===== config.mk =====
export PLATFORM = sky130hd
export DESIGN_NAME = iss_cell
export DESIGN_NICKNAME = d
export VERILOG_FILES = /design/src/rtl/core/iss_pkg.sv /design/src/rtl/core/iss_cell.sv
export SDC_FILE = /design/constraint.sdc
export NUM_CORES = 1
export LEC_CHECK = 0
export BUFFER_PORTS_ARGS = -buffer_cell sky130_fd_sc_hd__buf_4
export CAP_MARGIN = 10
export CORE_UTILIZATION = 43
export DETAILED_ROUTE_END_ITERATION = 10
export PLACE_DENSITY_LB_ADDON = 0.1
export SYNTH_ARGS = -nofsm -noshare
export SYNTH_HDL_FRONTEND = slang
export SYNTH_SLANG_ARGS = --single-unit

===== constraint.sdc =====
create_clock -name clk -period 4 [get_ports clk]
set_clock_uncertainty 0.2 [all_clocks]
set_input_delay 0.2 -clock clk [delete_from_list [all_inputs] [get_ports clk]]
set_output_delay 0.2 -clock clk [all_outputs]
set_load 0.02 [all_outputs]

===== src/rtl/core/iss_pkg.sv =====
// Package for the indexed sequence store: sizes, action and status codes,
// and the structs shared by the top level and the shift cells.
// No dependencies.
`default_nettype none

package iss_pkg;

  // Store sizing
  localparam int CAPACITY = 64;
  localparam int CNT_W    = $clog2(CAPACITY + 1);
  localparam int POS_W    = 7;
  localparam int VAL_W    = 32;
  // Width used for position compares and cell indexes
  localparam int IDX_W    = (CNT_W > POS_W) ? CNT_W : POS_W;

  // Action codes
  localparam logic [2:0] ACT_READ      = 3'd0;
  localparam logic [2:0] ACT_INS_FRONT = 3'd1;
  localparam logic [2:0] ACT_INS_BACK  = 3'd2;
  localparam logic [2:0] ACT_INS_POS   = 3'd3;
  localparam logic [2:0] ACT_DELETE    = 3'd4;

  // Status codes
  localparam logic [1:0] ST_DONE  = 2'd0;
  localparam logic [1:0] ST_RANGE = 2'd1;
  localparam logic [1:0] ST_FULL  = 2'd2;

  // Cell operations
  localparam logic [1:0] OP_NONE = 2'd0;
  localparam logic [1:0] OP_INS  = 2'd1;
  localparam logic [1:0] OP_DEL  = 2'd2;

  typedef struct packed {
    logic [2:0]              action;
    logic [POS_W-1:0]        position;
    logic signed [VAL_W-1:0] value;
  } iss_in_t;

  typedef struct packed {
    logic signed [VAL_W-1:0] read_value;
    logic [1:0]              status;
  } iss_out_t;

  // Command broadcast to every cell
  typedef struct packed {
    logic [1:0]       op;
    logic [IDX_W-1:0] pos;
    logic [VAL_W-1:0] value;
  } iss_ctl_t;

endpackage

`default_nettype wire


===== src/rtl/core/iss_cell.sv =====
// One shift cell of the indexed sequence store: holds one entry and takes
// its neighbor's entry on insert or delete. Depends on iss_pkg.
`default_nettype none

module iss_cell
  import iss_pkg::*;
(
  input  wire logic             clk,
  input  wire iss_ctl_t         ctl,
  input  wire logic [IDX_W-1:0] cell_idx,
  input  wire logic [VAL_W-1:0] left_entry,
  input  wire logic [VAL_W-1:0] right_entry,
  output logic      [VAL_W-1:0] entry,
  output logic      [VAL_W-1:0] rd_data
);

  logic [VAL_W-1:0] entry_r;
  logic [VAL_W-1:0] entry_nxt;
  logic             at_pos;
  logic             past_pos;

  assign at_pos   = (cell_idx == ctl.pos);
  assign past_pos = (cell_idx > ctl.pos);

  // Next entry: shift up behind an insert, shift down from a delete
  always_comb begin
    entry_nxt = entry_r;
    case (ctl.op)
      OP_INS: begin
        if (past_pos) begin
          entry_nxt = left_entry;
        end else if (at_pos) begin
          entry_nxt = ctl.value;
        end
      end
      OP_DEL: begin
        if (past_pos || at_pos) begin
          entry_nxt = right_entry;
        end
      end
      default: entry_nxt = entry_r;
    endcase
  end

  // Payload only, no reset
  always_ff @(posedge clk) begin
    entry_r <= entry_nxt;
  end

  assign entry   = entry_r;
  // Contribution to the read OR bus
  assign rd_data = at_pos ? entry_r : '0;

endmodule

`default_nettype wire


==> metrics <==
Clock Path Buffers 2; Avg Cell Area, Syn 9.21 um^2; CP bufs+invs 2; Layout Area Growth over Synthesis 52.4%; peak supply drop 0.184 mV; H-tree depth 2; Worst Setup SP cell_idx[2]; clk root buf clkbuf_8; Fillers 521; antenna diode count 0; final setup TNS 0 ps; Setup Viol. Count Final 0; largest net degree at the start of global routing 65; unrepaired setup endpoints after global routing false; FF/Latch Area 961 um^2; core area 0.00596 mm^2; TritonCTS Sinks 32; die height 80.7 um; # DRC 0; M2 GR Usage 45.3%; Net Count, Synth 409; distinct cell type count after synthesis 25; Initial Util 44.7%; Worst-Margin Slew 1190 ps; commonest non-fill, non-tap cell in the layout buf_4; CP Depth 6; type of origin of the critical path primary input; fin crit share 60.4%; Num CTS Buffers 5; Final nets 564; worst-path maximum fanout 32; Die Footprint 0.00651 mm^2; max incr delay on CP 760 ps; CTS Hold Bufs 0; status finished, final reports clean; cell count after synthesis 289; cell mode on critical path buf_4; Max-slew headroom 20.3%; Power Dens Cells 264 mW/mm^2; GR Util met3 5.34%; commonest non-fill, non-tap cells in the layout 180 x buf_4, 35 x nand2_1, 33 x nand3_1; final hold violation count 0; first-pass GRT wire length 12400 um; grt met1 use 28.6%; routability cong. 0.763; #FFs+latches synth 32; total track usage 24.6%; CTS tree built; max reg flops 32; Fmax 0.414 GHz; Vias/cell 5.61; critical path capture point rd_data[29]; critical-path cell list buf_4, ha_1, nand3_1, nor3_4, and2_1, buf_4; IO Pins 177; critical path class in2out; routed length per placed instance 16.0 um; GR peak layer met2; DP HPWL 5740 um; drt pass-1 iters 4; global route overflow 0; total leakage power 1.85 nW; slowest CP cell nor3_4; die width 80.7 um; fraction of layout cells with a size suffix above 1 44.0%; 1st-iter DRT viols 153; Worst-path clk slew 70 ps; CP delay by family, top simple AND/OR/NAND/NOR gates; setup bufs post-CTS 0; Worst Path Required 3600 ps; IO Port Bufs 176; Post-Route WL 8310 um; sequential area share after synthesis 36.1%; vias in the first global route 2695; Cell Rows 28; kind of end point of the critical path output port; final count of pins violating max slew 0; Routed Antenna Nets 0; synth warn 0; Final Util 68.1%; Critical Path AT 2020 ps; vias after detailed routing 2917; cell area after synthesis 0.00266 mm^2; post-CTS sizing 0; Tmin final 2420 ps; multi-input logic area 0.00154 mm^2; Worst Hold Class in2reg; initial antenna violation count 0; Max-Cap Viols 0
[cells by family after synthesis]
logic type | after synthesis | share of synthesized area [%]
simple gates | 140 | 28.9
compound gates | 71 | 24.4
buf+inv | 39 | 7.24
flops | 32 | 36.1
fa+ha+maj | 7 | 3.29
[synth_stat cells]
master,number,area (um^2)
a21boi_4,1,18.8
a21oi_1,4,20.0
a21oi_2,1,8.76
and2_1,32,200
and4_4,1,11.3
buf_2,13,65.1
buf_6,4,45.0
clkbuf_1,15,56.3
edfxtp_1,32,961
ha_1,7,87.6
inv_1,7,26.3
nand2_1,35,131
nand2b_1,2,12.5
nand3_1,33,165
nand3b_1,1,7.51
nand4_4,1,21.3
nor2b_1,1,6.26
nor3_1,1,5.00
nor3_2,1,10.0
o2111a_1,1,11.3
o2111ai_1,31,272
o21ai_0,1,5.00
o21ai_1,1,5.00
o2bb2a_1,31,310
or3_1,32,200
[where the power goes]
group	leakage, nW	total (mW)	switching [mW]	internal, mW
Sequential	0.289	0.448	0.0218	0.426
Combinational	1.51	0.375	0.189	0.186
Clock	0.0453	0.246	0.128	0.118
[layout make-up]
cell class / instances / share of cell area (%)
clock buffers: 5 / 1.70
clock inverters: 3 / 0.339
inverters: 7 / 0.648
multi-input cells: 218 / 38.0
flip-flops and latches: 32 / 23.7
well taps: 75 / 2.31
repair buffers: 180 / 33.3
[stage by stage]
| step | setup slack, ps | hold slack, ps | cells | power [mW] | area, um^2 |
|---|---|---|---|---|---|
| floorplan | 615 | 244 | 289 | 0.651 | 2660 |
| global placement | 1400 | 335 | 512 | 0.823 | 3980 |
| CTS | 1530 | 42.1 | 520 | 1.08 | 4060 |
| detailed placement | 1340 | 344 | 512 | 0.831 | 3980 |
| finish | 1580 | 45.2 | 520 | 1.07 | 4060 |
| global route | 1380 | 48.3 | 520 | 1.13 | 4060 |
[worst min-delay path by stage]
stage               depth (start not counted)      startpoint         to  slack, ps
global placement                            3  left_entry[31]  entry[31]        340
detailed placement                          3  left_entry[17]  entry[17]        340
floorplan                                   2   left_entry[0]   entry[0]        240
CTS                                         3  left_entry[17]  entry[17]         40
finish                                      3  left_entry[17]  entry[17]         50
global route                                3   left_entry[4]   entry[4]         50
[layer usage]
layer,wire length [um],vias up
met4,61,0
li1,-,1433
met3,658,6
met2,4320,123
met5,0,-
met1,3270,1355
No activity file was read; power rests on OpenSTA's default activity.
